### src/rtl/core/scsw_pkg.sv
// Shared types, constants and the duty pattern table of the square channel.
package scsw_pkg;

  localparam int CYCLE_RATE_DEF  = 4194304;
  localparam int SAMPLE_RATE_DEF = 44100;
  localparam int DUTY_STEPS      = 8;
  localparam int STEP_W          = $clog2(DUTY_STEPS);

  // Phase accumulator: one sample adds 2^ACC_FRAC, value saturates at 2^ACC_W-1.
  localparam int ACC_W    = 28;
  localparam int ACC_FRAC = 20;

  localparam int FREQ_W = 11;

  typedef enum logic [1:0] {
    MODE_WRITE   = 2'd0,
    MODE_READ    = 2'd1,
    MODE_ADVANCE = 2'd2,
    MODE_SAMPLE  = 2'd3
  } mode_e;

  localparam logic [2:0] REG_SWEEP    = 3'd0;
  localparam logic [2:0] REG_DUTY_LEN = 3'd1;
  localparam logic [2:0] REG_ENVELOPE = 3'd2;
  localparam logic [2:0] REG_FREQ_LO  = 3'd3;
  localparam logic [2:0] REG_FREQ_HI  = 3'd4;

  localparam logic CFG_LEFT  = 1'b0;
  localparam logic CFG_RIGHT = 1'b1;

  localparam logic [7:0] RD_MASK_SWEEP    = 8'h80;
  localparam logic [7:0] RD_MASK_DUTY_LEN = 8'h3F;
  localparam logic [7:0] RD_MASK_FREQ_HI  = 8'hBF;
  localparam logic [7:0] RD_UNMAPPED      = 8'hFF;

  typedef struct packed {
    mode_e       mode;
    logic [2:0]  reg_offset;
    logic [7:0]  write_data;
    logic [15:0] cycle_count;
  } item_t;

  typedef struct packed {
    logic       channel_on;
    logic [3:0] sample;
    logic [7:0] read_data;
  } result_t;

  // High or low level of the selected 8-step duty pattern.
  function automatic logic duty_high(input logic [1:0] sel, input logic [STEP_W-1:0] step);
    logic [DUTY_STEPS-1:0] pattern;
    unique case (sel)
      2'd0:    pattern = 8'b1000_0000;
      2'd1:    pattern = 8'b1000_0001;
      2'd2:    pattern = 8'b1110_0001;
      default: pattern = 8'b0111_1110;
    endcase
    return pattern[step];
  endfunction

endpackage

### src/rtl/core/scsw_in_reg.sv
// Input register stage that holds one accepted transaction until the core takes it.
module scsw_in_reg (
  input  logic                 clk_i,
  input  logic                 rst_ni,
  input  logic                 valid_i,
  output logic                 ready_o,
  input  scsw_pkg::item_t      item_i,
  output logic                 valid_o,
  output scsw_pkg::item_t      item_o,
  input  logic                 take_i
);

  logic            vld_q, vld_d;
  scsw_pkg::item_t item_q;

  // Room when empty or when the held item leaves in this cycle.
  assign ready_o = !vld_q || take_i;
  assign vld_d   = (valid_i && ready_o) || (vld_q && !take_i);

  always_ff @(posedge clk_i or negedge rst_ni) begin
    if (!rst_ni) begin
      vld_q <= 1'b0;
    end else begin
      vld_q <= vld_d;
    end
  end

  always_ff @(posedge clk_i) begin
    if (valid_i && ready_o) begin
      item_q <= item_i;
    end
  end

  assign valid_o = vld_q;
  assign item_o  = item_q;

endmodule

### src/rtl/core/scsw_out_reg.sv
// Result register that decouples the core from the downstream handshake.
module scsw_out_reg (
  input  logic                 clk_i,
  input  logic                 rst_ni,
  input  logic                 valid_i,
  output logic                 ready_o,
  input  scsw_pkg::result_t    result_i,
  output logic                 valid_o,
  input  logic                 ready_i,
  output scsw_pkg::result_t    result_o
);

  logic              vld_q, vld_d;
  scsw_pkg::result_t res_q;

  assign ready_o = !vld_q || ready_i;
  assign vld_d   = (valid_i && ready_o) || (vld_q && !ready_i);

  always_ff @(posedge clk_i or negedge rst_ni) begin
    if (!rst_ni) begin
      vld_q <= 1'b0;
    end else begin
      vld_q <= vld_d;
    end
  end

  always_ff @(posedge clk_i) begin
    if (valid_i && ready_o) begin
      res_q <= result_i;
    end
  end

  assign valid_o  = vld_q;
  assign result_o = res_q;

endmodule

### src/rtl/core/scsw_core.sv
// Channel state and its registered update for writes, reads, time advances and samples.
module scsw_core #(
  parameter int CYCLE_RATE  = scsw_pkg::CYCLE_RATE_DEF,
  parameter int SAMPLE_RATE = scsw_pkg::SAMPLE_RATE_DEF
) (
  input  logic                 clk_i,
  input  logic                 rst_ni,
  input  logic                 cfg_we_i,
  input  logic                 cfg_idx_i,
  input  logic                 cfg_data_i,
  input  logic                 fire_i,
  input  scsw_pkg::item_t      item_i,
  output scsw_pkg::result_t    result_o
);

  localparam int LEN_UNIT = CYCLE_RATE / 256;
  localparam int ENV_UNIT = CYCLE_RATE / 64;
  localparam int SWP_UNIT = CYCLE_RATE / 128;
  localparam int LEN_W    = $clog2(64 * LEN_UNIT + 1);
  localparam int ENV_W    = $clog2(7 * ENV_UNIT + 1);
  localparam int SWP_W    = $clog2(7 * SWP_UNIT + 1);
  localparam int ACC_W    = scsw_pkg::ACC_W;
  localparam int THR_W    = $clog2(SAMPLE_RATE * 2048 + 1);
  localparam int CMP_W    = (THR_W > ACC_W + 1) ? THR_W : ACC_W + 1;
  localparam int FW       = scsw_pkg::FREQ_W;
  localparam int SW       = scsw_pkg::STEP_W;

  localparam logic [FW-1:0] FREQ_MAX = {FW{1'b1}};

  logic             left_q, right_q;
  logic [7:0]       sweep_reg_q, sweep_reg_d;
  logic [7:0]       duty_reg_q, duty_reg_d;
  logic [7:0]       env_reg_q, env_reg_d;
  logic [7:0]       flo_reg_q, flo_reg_d;
  logic [7:0]       fhi_reg_q, fhi_reg_d;
  logic [FW-1:0]    freq_q, freq_d;
  logic [FW-1:0]    shadow_q, shadow_d;
  logic             sounding_q, sounding_d;
  logic             len_unl_q, len_unl_d;
  logic [LEN_W-1:0] len_tmr_q, len_tmr_d;
  logic [ENV_W-1:0] env_tmr_q, env_tmr_d;
  logic [3:0]       volume_q, volume_d;
  logic [SWP_W-1:0] swp_tmr_q, swp_tmr_d;
  logic             swp_act_q, swp_act_d;
  logic [SW-1:0]    step_q, step_d;
  logic [ACC_W-1:0] acc_q, acc_d;
  logic [7:0]       read_data;
  logic [3:0]       sample;

  // Step threshold of the waveform position, and the accumulator after one sample.
  logic [CMP_W-1:0] thr;
  logic [CMP_W-1:0] acc_inc;
  logic [CMP_W-1:0] acc_sub;
  logic             step_adv;

  assign thr      = CMP_W'(SAMPLE_RATE) * CMP_W'(12'd2048 - {1'b0, freq_q});
  assign acc_inc  = CMP_W'(acc_q) + CMP_W'(1 << scsw_pkg::ACC_FRAC);
  assign step_adv = acc_inc > thr;
  assign acc_sub  = step_adv ? acc_inc - thr : acc_inc;

  // One sweep calculation: bit FW of the result flags a sum past the top frequency.
  function automatic logic [FW:0] sweep_step(input logic [FW-1:0] f, input logic [2:0] sh,
                                             input logic up);
    logic [FW-1:0] d;
    d = f >> ({1'b0, sh} + 4'd1);
    if (up) begin
      return {1'b0, f} + {1'b0, d};
    end
    return {1'b0, f - d};
  endfunction

  always_comb begin
    logic [FW-1:0]    f_new;
    logic [FW:0]      calc;
    logic [FW:0]      calc2;
    logic [ENV_W-1:0] env_cnt;
    logic [SWP_W-1:0] swp_cnt;
    logic [LEN_W-1:0] len_cnt;
    logic             up;

    sweep_reg_d = sweep_reg_q;
    duty_reg_d  = duty_reg_q;
    env_reg_d   = env_reg_q;
    flo_reg_d   = flo_reg_q;
    fhi_reg_d   = fhi_reg_q;
    freq_d      = freq_q;
    shadow_d    = shadow_q;
    sounding_d  = sounding_q;
    len_unl_d   = len_unl_q;
    len_tmr_d   = len_tmr_q;
    env_tmr_d   = env_tmr_q;
    volume_d    = volume_q;
    swp_tmr_d   = swp_tmr_q;
    swp_act_d   = swp_act_q;
    step_d      = step_q;
    acc_d       = acc_q;
    read_data   = 8'd0;
    sample      = 4'd0;
    up          = !sweep_reg_q[3];
    f_new       = {item_i.write_data[2:0], freq_q[7:0]};
    calc        = '0;
    calc2       = '0;
    env_cnt     = '0;
    swp_cnt     = '0;
    len_cnt     = '0;

    unique case (item_i.mode)
      scsw_pkg::MODE_WRITE: begin
        unique case (item_i.reg_offset)
          scsw_pkg::REG_SWEEP: begin
            swp_tmr_d   = SWP_W'(item_i.write_data[6:4]) * SWP_W'(SWP_UNIT);
            swp_act_d   = 1'b0;
            sweep_reg_d = item_i.write_data;
          end
          scsw_pkg::REG_DUTY_LEN: begin
            len_tmr_d  = LEN_W'(7'd64 - {1'b0, item_i.write_data[5:0]}) * LEN_W'(LEN_UNIT);
            duty_reg_d = item_i.write_data;
          end
          scsw_pkg::REG_ENVELOPE: begin
            volume_d  = item_i.write_data[7:4];
            env_reg_d = item_i.write_data;
            env_tmr_d = ENV_W'(item_i.write_data[2:0]) * ENV_W'(ENV_UNIT);
          end
          scsw_pkg::REG_FREQ_LO: begin
            freq_d    = {freq_q[10:8], item_i.write_data};
            flo_reg_d = item_i.write_data;
          end
          scsw_pkg::REG_FREQ_HI: begin
            freq_d    = f_new;
            len_unl_d = !item_i.write_data[6];
            fhi_reg_d = item_i.write_data;
            if (item_i.write_data[7]) begin
              // Trigger: restart all units; length reloads only if at zero.
              sounding_d = (env_reg_q[7:3] != 5'd0);
              if (len_tmr_q == '0) begin
                len_tmr_d = LEN_W'(64) * LEN_W'(LEN_UNIT);
              end
              acc_d     = '0;
              step_d    = '0;
              env_tmr_d = ENV_W'(env_reg_q[2:0]) * ENV_W'(ENV_UNIT);
              volume_d  = env_reg_q[7:4];
              shadow_d  = f_new;
              swp_tmr_d = SWP_W'(sweep_reg_q[6:4]) * SWP_W'(SWP_UNIT);
              swp_act_d = (sweep_reg_q[6:4] != 3'd0) || (sweep_reg_q[2:0] != 3'd0);
              if (sweep_reg_q[2:0] != 3'd0) begin
                calc = sweep_step(f_new, sweep_reg_q[2:0], up);
                if (calc[FW]) begin
                  shadow_d   = FREQ_MAX;
                  sounding_d = 1'b0;
                end else begin
                  shadow_d = calc[FW-1:0];
                end
              end
            end
          end
          default: begin
          end
        endcase
      end

      scsw_pkg::MODE_READ: begin
        unique case (item_i.reg_offset)
          scsw_pkg::REG_SWEEP:    read_data = sweep_reg_q | scsw_pkg::RD_MASK_SWEEP;
          scsw_pkg::REG_DUTY_LEN: read_data = duty_reg_q | scsw_pkg::RD_MASK_DUTY_LEN;
          scsw_pkg::REG_ENVELOPE: read_data = env_reg_q;
          scsw_pkg::REG_FREQ_HI:  read_data = fhi_reg_q | scsw_pkg::RD_MASK_FREQ_HI;
          default:                read_data = scsw_pkg::RD_UNMAPPED;
        endcase
      end

      scsw_pkg::MODE_ADVANCE: begin
        // Each unit sees the sounding flag as left by the unit before it.
        if (sounding_q && !len_unl_q) begin
          len_cnt   = LEN_W'(item_i.cycle_count);
          len_tmr_d = (len_tmr_q > len_cnt) ? len_tmr_q - len_cnt : '0;
          if (len_tmr_d == '0) begin
            sounding_d = 1'b0;
          end
        end
        if (sounding_d && env_tmr_q != '0) begin
          env_cnt   = ENV_W'(item_i.cycle_count);
          env_tmr_d = (env_tmr_q > env_cnt) ? env_tmr_q - env_cnt : '0;
          if (env_tmr_d == '0) begin
            if (env_reg_q[3]) begin
              if (volume_q != 4'd15) volume_d = volume_q + 4'd1;
            end else begin
              if (volume_q != 4'd0) volume_d = volume_q - 4'd1;
            end
            env_tmr_d = ENV_W'(env_reg_q[2:0]) * ENV_W'(ENV_UNIT);
          end
        end
        if (sounding_d && swp_act_q) begin
          swp_cnt   = SWP_W'(item_i.cycle_count);
          swp_tmr_d = (swp_tmr_q > swp_cnt) ? swp_tmr_q - swp_cnt : '0;
          if (swp_tmr_d == '0) begin
            calc = sweep_step(shadow_q, sweep_reg_q[2:0], up);
            if (calc[FW]) begin
              shadow_d   = FREQ_MAX;
              sounding_d = 1'b0;
              swp_act_d  = 1'b0;
            end else begin
              shadow_d = calc[FW-1:0];
              if (sweep_reg_q[2:0] != 3'd0) begin
                flo_reg_d = calc[7:0];
                fhi_reg_d = {fhi_reg_q[7:3], calc[10:8]};
                freq_d    = calc[FW-1:0];
                // A second calculation only checks for overflow and updates the shadow.
                calc2 = sweep_step(calc[FW-1:0], sweep_reg_q[2:0], up);
                if (calc2[FW]) begin
                  shadow_d   = FREQ_MAX;
                  sounding_d = 1'b0;
                end else begin
                  shadow_d = calc2[FW-1:0];
                end
              end
              swp_tmr_d = SWP_W'(sweep_reg_q[6:4]) * SWP_W'(SWP_UNIT);
            end
          end
        end
      end

      scsw_pkg::MODE_SAMPLE: begin
        if (step_adv) begin
          step_d = (step_q == SW'(scsw_pkg::DUTY_STEPS - 1)) ? '0 : step_q + 1'b1;
        end
        acc_d = (acc_sub[CMP_W-1:ACC_W] != '0) ? {ACC_W{1'b1}} : acc_sub[ACC_W-1:0];
        if ((left_q || right_q) && scsw_pkg::duty_high(duty_reg_q[7:6], step_d)) begin
          sample = volume_q;
        end
      end
    endcase
  end

  always_ff @(posedge clk_i or negedge rst_ni) begin
    if (!rst_ni) begin
      left_q  <= 1'b1;
      right_q <= 1'b1;
    end else if (cfg_we_i) begin
      unique case (cfg_idx_i)
        scsw_pkg::CFG_LEFT:  left_q  <= cfg_data_i;
        scsw_pkg::CFG_RIGHT: right_q <= cfg_data_i;
      endcase
    end
  end

  always_ff @(posedge clk_i or negedge rst_ni) begin
    if (!rst_ni) begin
      sweep_reg_q <= '0;
      duty_reg_q  <= '0;
      env_reg_q   <= '0;
      flo_reg_q   <= '0;
      fhi_reg_q   <= '0;
      freq_q      <= '0;
      shadow_q    <= '0;
      sounding_q  <= 1'b0;
      len_unl_q   <= 1'b0;
      len_tmr_q   <= '0;
      env_tmr_q   <= '0;
      volume_q    <= '0;
      swp_tmr_q   <= '0;
      swp_act_q   <= 1'b0;
      step_q      <= '0;
      acc_q       <= '0;
    end else if (fire_i) begin
      sweep_reg_q <= sweep_reg_d;
      duty_reg_q  <= duty_reg_d;
      env_reg_q   <= env_reg_d;
      flo_reg_q   <= flo_reg_d;
      fhi_reg_q   <= fhi_reg_d;
      freq_q      <= freq_d;
      shadow_q    <= shadow_d;
      sounding_q  <= sounding_d;
      len_unl_q   <= len_unl_d;
      len_tmr_q   <= len_tmr_d;
      env_tmr_q   <= env_tmr_d;
      volume_q    <= volume_d;
      swp_tmr_q   <= swp_tmr_d;
      swp_act_q   <= swp_act_d;
      step_q      <= step_d;
      acc_q       <= acc_d;
    end
  end

  assign result_o.read_data  = read_data;
  assign result_o.sample     = sample;
  assign result_o.channel_on = sounding_d;

`ifndef NO_ASSERTIONS
  a_on_matches_state: assert property (@(posedge clk_i) disable iff (!rst_ni)
    fire_i |=> (sounding_q == $past(result_o.channel_on)))
    else $error("channel_on in the result differs from the stored sounding flag");

  a_read_only_on_read: assert property (@(posedge clk_i) disable iff (!rst_ni)
    (fire_i && item_i.mode != scsw_pkg::MODE_READ) |-> (result_o.read_data == 8'd0))
    else $error("read data is nonzero on a transaction that is not a read");

  a_muted_sample: assert property (@(posedge clk_i) disable iff (!rst_ni)
    (fire_i && !left_q && !right_q) |-> (result_o.sample == 4'd0))
    else $error("sample is nonzero with both outputs disabled");

  a_sweep_write_stops: assert property (@(posedge clk_i) disable iff (!rst_ni)
    (fire_i && item_i.mode == scsw_pkg::MODE_WRITE &&
     item_i.reg_offset == scsw_pkg::REG_SWEEP) |=> !swp_act_q)
    else $error("sweep still active after a write to the sweep register");
`endif

endmodule

### src/rtl/core/square_channel_with_sweep.sv
// A transaction is held in the input register, and its result is registered in the result register.
// Throughput: one transaction per cycle while the result register has room; downstream back-pressure bounds it.
// While a finished result waits downstream, the input register can still take one new transaction.
// Reset (rst_ni low, asynchronous): all channel state clears to zero, both output enables to 1.
// Top level of the square channel with sweep, envelope and length counter.
module square_channel_with_sweep #(
  parameter int CYCLE_RATE  = scsw_pkg::CYCLE_RATE_DEF,
  parameter int SAMPLE_RATE = scsw_pkg::SAMPLE_RATE_DEF
) (
  input  logic        clk_i,
  input  logic        rst_ni,
  input  logic        cfg_we_i,
  input  logic        cfg_idx_i,
  input  logic        cfg_data_i,
  input  logic        s_axis_tvalid_i,
  output logic        s_axis_tready_o,
  input  logic [31:0] s_axis_tdata_i,   // reg_offset[2:0], write_data[10:3], cycle_count[26:11]
  input  logic [1:0]  s_axis_tuser_i,   // mode[1:0]
  output logic        m_axis_tvalid_o,
  input  logic        m_axis_tready_i,
  output logic [15:0] m_axis_tdata_o    // read_data[7:0], sample[11:8], channel_on[12]
);

  scsw_pkg::item_t   item_in;
  scsw_pkg::item_t   item_q;
  scsw_pkg::result_t result;
  scsw_pkg::result_t result_q;
  logic              in_vld;
  logic              out_rdy;
  logic              fire;

  assign item_in.mode        = scsw_pkg::mode_e'(s_axis_tuser_i);
  assign item_in.reg_offset  = s_axis_tdata_i[2:0];
  assign item_in.write_data  = s_axis_tdata_i[10:3];
  assign item_in.cycle_count = s_axis_tdata_i[26:11];

  assign fire = in_vld && out_rdy;

  scsw_in_reg u_in_reg (
    .clk_i   (clk_i),
    .rst_ni  (rst_ni),
    .valid_i (s_axis_tvalid_i),
    .ready_o (s_axis_tready_o),
    .item_i  (item_in),
    .valid_o (in_vld),
    .item_o  (item_q),
    .take_i  (fire)
  );

  scsw_core #(
    .CYCLE_RATE  (CYCLE_RATE),
    .SAMPLE_RATE (SAMPLE_RATE)
  ) u_core (
    .clk_i      (clk_i),
    .rst_ni     (rst_ni),
    .cfg_we_i   (cfg_we_i),
    .cfg_idx_i  (cfg_idx_i),
    .cfg_data_i (cfg_data_i),
    .fire_i     (fire),
    .item_i     (item_q),
    .result_o   (result)
  );

  scsw_out_reg u_out_reg (
    .clk_i    (clk_i),
    .rst_ni   (rst_ni),
    .valid_i  (in_vld),
    .ready_o  (out_rdy),
    .result_i (result),
    .valid_o  (m_axis_tvalid_o),
    .ready_i  (m_axis_tready_i),
    .result_o (result_q)
  );

  assign m_axis_tdata_o = {3'b000, result_q.channel_on, result_q.sample, result_q.read_data};

endmodule

### config.mk
export PLATFORM = sky130hd
export DESIGN_NAME = square_channel_with_sweep
export DESIGN_NICKNAME = d
export VERILOG_FILES = /design/src/rtl/core/scsw_pkg.sv /design/src/rtl/core/scsw_in_reg.sv /design/src/rtl/core/scsw_out_reg.sv /design/src/rtl/core/scsw_core.sv /design/src/rtl/core/square_channel_with_sweep.sv
export SDC_FILE = /design/constraint.sdc
export NUM_CORES = 1
export LEC_CHECK = 0
export BUFFER_PORTS_ARGS = -buffer_cell sky130_fd_sc_hd__buf_2
export CAP_MARGIN = 20
export CORE_ASPECT_RATIO = 1.25
export CORE_MARGIN = 3
export CORE_UTILIZATION = 65
export DETAILED_ROUTE_END_ITERATION = 7
export PLACE_DENSITY = 0.91
export SLEW_MARGIN = 40
export SYNTH_ARGS = -nofsm -noshare
export SYNTH_HDL_FRONTEND = slang
export SYNTH_SLANG_ARGS = --single-unit
### constraint.sdc
create_clock -name clk_i -period 8.53 [get_ports clk_i]
set_input_delay 0.853 -clock clk_i [delete_from_list [all_inputs] [get_ports clk_i]]
set_output_delay 0.853 -clock clk_i [all_outputs]
set_load 0.01 [all_outputs]
======== Yosys cells after proc, flatten, opt, wreduce, memory -nomap -nowiden ========
Index checks and enable logic that the tools add are counted.
cells by class
  shifts and indexed selects .............. 3
  add/subtract/negate cells ............... 17
  reductions and logical operators ........ 51
  multiplexer cells ....................... 114
  eq/ne operators ......................... 31
  $mul .................................... 1
  $lt $le $gt $ge ......................... 5
  bitwise operators ....................... 2
operators with widths
  kind                                                                  number
  12-bit 2-to-1 mux                                                     18
  11-bit 2-to-1 mux                                                     13
  18-bit 2-to-1 mux                                                     5
  21-bit 2-to-1 mux                                                     4
  28-bit 2-to-1 mux                                                     3
  21-bit one-hot mux with 2 select lines                                2
  19-bit 2-to-1 mux                                                     4
  19-bit one-hot mux with 2 select lines                                2
  18-bit one-hot mux with 2 select lines                                2
  11-bit one-hot mux with 2 select lines                                3
  28-bit one-hot mux with 2 select lines                                1
  21-bit logical NOT                                                    2
  11-bit by 11-bit adder with 12-bit output                             3
  11-bit by 4-bit >> shifter with 11-bit output                         3
  11-bit subtractor                                                     3
  8-bit one-hot mux with 4 select lines                                 1
  28-bit by 21-bit adder with 29-bit output, second input constant      1
  29-bit > comparator                                                   1
  14-bit by 29-bit multiplier with 27-bit output, first input constant  1
  1-bit 2-to-1 mux                                                      29
  29-bit 2-to-1 mux                                                     1
  29-bit subtractor                                                     1
  7-bit 2-to-1 mux                                                      4
  4-bit 2-to-1 mux                                                      6
  other kinds (52)                                                      111
word-level totals
  bits in registers ....................... 191
  word-level logic and storage cells ...... 251
  input bits .............................. 41
  output and inout port bits .............. 18

======== Longest topological paths before layout ========
  depth after elaboration ................. 29
  gate-level depth with buffers ........... 36
  mapped depth without buffers ............ 33

======== By module ========
A second synthesis with hierarchy kept.
second synthesis, totals
  cell total of the unflattened synthesis .. 2284
  area total of the unflattened synthesis .. 19359.8 sq um
by module, submodules not included
  module                     cells an instance  area an instance (sq um)  sequential area each (sq um)  times used
  scsw_core                  2229               17958.5                   3430.8                        1
  scsw_in_reg                33                 924.6                     895.9                         1
  scsw_out_reg               17                 444.2                     415.4                         1
  square_channel_with_sweep  5                  32.5                      0.0                           1

======== Least setup slack after synthesis ========
No wires, ideal clock.
  kind .................................... reg-to-reg
  start ................................... reg u_core.freq_q[5]
  end ..................................... reg u_core.acc_q[7]
  data arrival time ....................... 7.522 ns
  cell stages (with the launch flop) ...... 33
  path slack .............................. 0.892 ns
  library setup time ...................... 0.116 ns
  buffers on the path ..................... 2
  period minus slack after synthesis ...... 7.638 ns
  required time ........................... 8.414 ns
  cells stage by stage .................... dfrtp_1 > clkbuf_1 > nor4_1 > nand2_1 > nor2_1 > xnor2_1 > xor2_1 > fa_1 > fa_1 > inv_1 > fa_1 > inv_1 > ha_1 > ha_1 > ha_1 > and3_1 > a211o_1 > a21bo_2 > a41oi_1 > nor2b_1 > xor2_1 > ha_1 > and3_1 > nand3_1 > nor4_1 > nand4b_1 > nand3_1 > a21oi_1 > a211o_1 > o21ai_1 > clkbuf_1 > nand2_1 > o311ai_0
on the way
  longest elaborated chain between the ends .. 6
  elaborated cells between the ends (all ways) .. 7
  those cells by class .................... 2 x add/sub; 1 x mul; 1 x order compare; 3 x mux
RTL lines
  element                                                   line                              RTL
  start, declared                                           scsw_core.sv:36                   logic [FW-1:0] freq_q, freq_d;
  start signal, assigned                                    scsw_core.sv:270                  freq_q <= freq_d;
  12-bit by 11-bit subtractor with 13-bit output *          scsw_core.sv:56                   assign thr = CMP_W'(SAMPLE_RATE) * CMP_W'(12'd2048 - {1'b0, freq_q});
  14-bit by 29-bit multiplier with 27-bit output *          scsw_core.sv:56
  29-bit subtractor or 29-bit > comparator (tied branches)  scsw_core.sv:59, scsw_core.sv:58
  29-bit 2-to-1 mux *                                       scsw_core.sv:59                   assign acc_sub = step_adv ? acc_inc - thr : acc_inc;
  28-bit 2-to-1 mux *                                       scsw_core.sv:226                  acc_d = (acc_sub[CMP_W-1:ACC_W] != '0) ? {ACC_W{1'b1}} : acc_sub[ACC_W-1:0];
  28-bit one-hot mux with 2 select lines *                  scsw_core.sv:107                  unique case (item_i.mode)
  end signal, assigned                                      scsw_core.sv:263                  acc_q <= '0;
  end signal, assigned                                      scsw_core.sv:280                  acc_q <= acc_d;
  end, declared                                             scsw_core.sv:46                   logic [ACC_W-1:0] acc_q, acc_d;
Mark *: on every way between the ends. The rest lies on a longest branch, timed or not.
A chain may end at the register's enable or synchronous reset.

======== Worst setup path in the final report ========
  start ................................... reg u_core.freq_q[0]
  end ..................................... reg u_core.acc_q[5]
Same word-level chain as after synthesis.

==> out/qor.log <==
qor: die.die_width 163.5 µm
qor: timing.timing_max_transition_violations_final 0
qor: final_layout.nFillCells 2255
qor: placed_design.placement.cell_area 20810 µm²
qor: final_layout.finish.instance_area 21530 µm²
qor: logic_synthesis.synth_area_leaders sky130_fd_sc_hd__dfrtp_1 17%, sky130_fd_sc_hd__ha_1 15%, sky130_fd_sc_hd__edfxtp_1 6.3%, sky130_fd_sc_hd__nand2_1 4.3%, sky130_fd_sc_hd__inv_1 3.8%
qor: routing.routed-via-count 19.22k
qor: routing.post-route-drc-count 0
qor: timing.final.setup_skew 0.01596 ns
qor: critical_path.timing.rr.start u_core.freq_q[0]$_DFFE_PN0P_
qor: grt.grt_total_usage 35.10%
qor: logic_synthesis.yosysSeqAreaShare 23.53%
qor: logic_synthesis.postSynthCellCount 2406
qor: logic_synthesis.synth.avg_cell_area 8.376 µm²
qor: routing.drt-pass1-iter-count 7
qor: critical_path.crit_path_top_delay_cell sky130_fd_sc_hd__dfrtp_1
qor: final_layout.final_nets 2740
qor: timing.post_route_clock_period_utilization 96.55%
qor: cts.postCtsResizedCells 0
qor: routing.detail_route.wl_per_cell 20.81 µm
qor: grt.globalRoute.busiestLayer met2
qor: timing.clock.fmax 0.1214 GHz
qor: grt.grt_use_met3 5.469%
qor: critical_path.r2r.worst_path.cells 35
qor: critical_path.path_depth 35
qor: logic_synthesis.postSynth.asyncResetShare 76.80%
qor: timing.maxSlewHeadroom 47.07%
qor: critical_path.critPathTopFamily adder cells
qor: final_layout.diodes 0
qor: routing.drt.antenna.violating_nets 0
qor: cts.clock-root-buffer sky130_fd_sc_hd__clkbuf_16
qor: cts.holdBufCountCts 0
qor: critical_path.worstPathBufferInverterCount 7
qor: cts.htreeDepth 4
qor: grt.vias_in_the_first_global_route 19.00k
qor: cts.clock_latency 0.46 ns
qor: critical_path.crit_arrival 8.61 ns
qor: logic_synthesis.post_synth_instance_area 20150 µm²
qor: routing.viasPerCell 6.785
qor: logic_synthesis.synth_commonest_cells 244 x sky130_fd_sc_hd__ha_1, 230 x sky130_fd_sc_hd__nand2_1, 204 x sky130_fd_sc_hd__inv_1, 152 x sky130_fd_sc_hd__nor2_1, 151 x sky130_fd_sc_hd__o21ai_0
qor: critical_path.cpMostUsedCell sky130_fd_sc_hd__ha_1
qor: timing.final_hold_viol_count 0
qor: critical_path.worst_setup_path_endpoint u_core.acc_q[5]$_DFFE_PN0P_
qor: cts.cts_made_buffers 17
qor: die.top_level_ports 59
qor: logic_synthesis.share_of_the_synthesized_area_in_the_top_cell_type 17.01%
qor: cts.clock_sinks 181
qor: timing.count_of_endpoints_failing_setup_in_the_final_report 0
qor: timing.timing.final.crit_period 8.236 ns
qor: logic_synthesis.synth-edff-count 42
qor: grt.routing_usage_on_met1 40.75%
qor: routing.drt_iter0_markers 1716
qor: die.die_height 202.9 µm
qor: cts.max-clock-path-buffers 2
qor: grt.grt_overflow_total 0
qor: routing.totalWireLength 58930 µm
qor: logic_synthesis.post-synth-top-count-cell sky130_fd_sc_hd__ha_1
qor: critical_path.timing.critical_path.from u_core.freq_q[0]$_DFFE_PN0P_
qor: timing.transition_time_of_the_tightest_slew_check_pin 0.7880 ns
qor: critical_path.category_of_the_most_critical_setup_path flip-flop to flip-flop
qor: logic_synthesis.postSynthRegisterBits 181
qor: cts.cts_tree built
qor: grt.grt_antenna_before_repair 0
qor: grt.met2_usage 59.48%
qor: critical_path.setup.reg_to_reg.worst_slack 0.29 ns
qor: cts.postCtsSetupRepairBufs 0
qor: run.drv.max_cap_violation_count 0
qor: logic_synthesis.ys_dominant_reg_cell sky130_fd_sc_hd__dfrtp_1
qor: grt.grt_start_max_net_pins 73
qor: placed_design.gp_congestion 0.9866
qor: critical_path.critical_path_peak_fanout 18
qor: logic_synthesis.yosysTopAreaCell sky130_fd_sc_hd__dfrtp_1
qor: die.rows 71
qor: final_layout.syn_to_final_growth 6.848%
qor: final_layout.multi_input_comb_area 14300 µm²
qor: timing.fin_tns_setup 0 ns
qor: critical_path.endpoint_kind flip-flop
qor: grt.first_pass_grt_wire_length 94720 µm
qor: placed_design.port_buffers 50
qor: critical_path.slowest_delay 0.51 ns
qor: critical_path.worstPathRequired 8.91 ns
qor: die.starting_density_of_the_core 66.52%
qor: die.placeableCoreArea 30290 µm²
qor: final_layout.final_layout_size_suffix_gt1_share 9.379%
qor: logic_synthesis.ys_warn_count 0
qor: die.design.die.area 33160 µm²
qor: critical_path.rr_endpoint u_core.acc_q[5]$_DFFE_PN0P_
qor: cts.cts.reportedPaths.clkPinSlew 0.09 ns
qor: placed_design.detailedPlacementHpwl 43820 µm
qor: logic_synthesis.synth.lib_cells_used.distinct 99
qor: min_path.min-delay-path-class input port to async pin
qor: critical_path.worstSetupStartpointType flip-flop
qor: final_layout.layout.area.seq 4742 µm²
qor: outcome.run_status finished, final reports clean
[worst min path at each step]
stage | cells past startpoint | startpoint | end | slack [ns]
finish | 1 | rst_ni | u_core.acc_q[27]$_DFFE_PN0P_ | 0.38
floorplan | 1 | u_core.fhi_reg_q[6]$_DFFE_PN0P_ | u_core.fhi_reg_q[6]$_DFFE_PN0P_ | 0.44
detailed placement | 1 | u_core.fhi_reg_q[6]$_DFFE_PN0P_ | u_core.fhi_reg_q[6]$_DFFE_PN0P_ | 0.47
global route | 1 | rst_ni | u_core.acc_q[27]$_DFFE_PN0P_ | 0.44
global placement | 1 | u_core.fhi_reg_q[6]$_DFFE_PN0P_ | u_core.fhi_reg_q[6]$_DFFE_PN0P_ | 0.46
CTS | 1 | rst_ni | u_core.acc_q[15]$_DFFE_PN0P_ | 0.42
[metal layers]
metal  up-vias  part of all wire [%]
met5         -                     0
met4         0                   7.4
met3       304                   7.3
met2      1000                    48
met1      9146                    37
li1       8765                     -
[kinds of logic (layout without fill, tap and decap cells)]
kind of cell	Yosys count	in the layout	share of synthesized area, %
buffers and inverters	308	331	5.961
other	1	3	0.01861
AOI/OAI and AO/OA	690	690	23.12
and+or+nand+nor	725	725	17.79
muxes	88	88	5.004
adders and majority gates	283	283	18.92
xor gates and xnor gates	130	130	5.650
DFF	181	181	23.53
[stage by stage]
step | setup WS, ns | instances | utilization [%] | hold WS (ns)
floorplan | 0.8919 | 2408 | - | 0.4441
global placement | 0.5860 | 2799 | 68.68 | 0.4580
detailed placement | 0.1942 | 2799 | 68.70 | 0.4659
CTS | 0.1575 | 2831 | 70.80 | 0.4244
global route | -0.03434 | 2832 | 71.08 | 0.4396
finish | 0.2939 | 2832 | 71.08 | 0.3806
[placed cells by master (no fill, tap or decap), types with 31 or more instances in the layout]
master / netlist / final
sky130_fd_sc_hd__ha_1: 244 / 242
sky130_fd_sc_hd__nand2_1: 230 / 230
sky130_fd_sc_hd__inv_1: 204 / 203
sky130_fd_sc_hd__nor2_1: 152 / 151
sky130_fd_sc_hd__o21ai_0: 151 / 150
sky130_fd_sc_hd__a21oi_1: 147 / 147
sky130_fd_sc_hd__dfrtp_1: 137 / 137
sky130_fd_sc_hd__xnor2_1: 85 / 83
sky130_fd_sc_hd__nand3_1: 59 / 59
sky130_fd_sc_hd__nor3_1: 55 / 55
sky130_fd_sc_hd__a21o_1: 52 / 52
sky130_fd_sc_hd__buf_2: 9 / 49
sky130_fd_sc_hd__xor2_1: 45 / 43
sky130_fd_sc_hd__edfxtp_1: 42 / 42
sky130_fd_sc_hd__mux2i_1: 40 / 40
sky130_fd_sc_hd__o31ai_1: 40 / 40
sky130_fd_sc_hd__buf_4: 5 / 40
sky130_fd_sc_hd__fa_1: 37 / 37
sky130_fd_sc_hd__mux2_2: 33 / 33
sky130_fd_sc_hd__nor2b_1: 32 / 32
sky130_fd_sc_hd__a22oi_1: 31 / 31
[sequential cells by signal (all words and copies together) (netlist names), 2 cells and up]
register            count
u_core.acc_q           27
u_core.duty_reg_q       2
u_core.env_reg_q        8
u_core.env_tmr_q       19
u_core.freq_q          11
u_core.len_tmr_q       21
u_core.shadow_q        11
u_core.step_q           3
u_core.sweep_reg_q      7
u_core.swp_tmr_q       18
u_core.volume_q         4
u_in_reg.item_o        29
u_out_reg.result_o     13
[final cells by class]
cell class | count | area share (%)
Inverter | 207 | 3.609
Clock buffer | 19 | 2.208
Sequential cell | 181 | 22.02
Tap cell | 401 | 2.330
Timing Repair Buffer | 92 | 2.661
Multi-Input combinational cell | 1919 | 66.42
Clock inverter | 13 | 0.7496
Power is left out: the tool's default activity adds up to more than one toggle a clock period on the data nets, which glitch-free logic cannot reach.
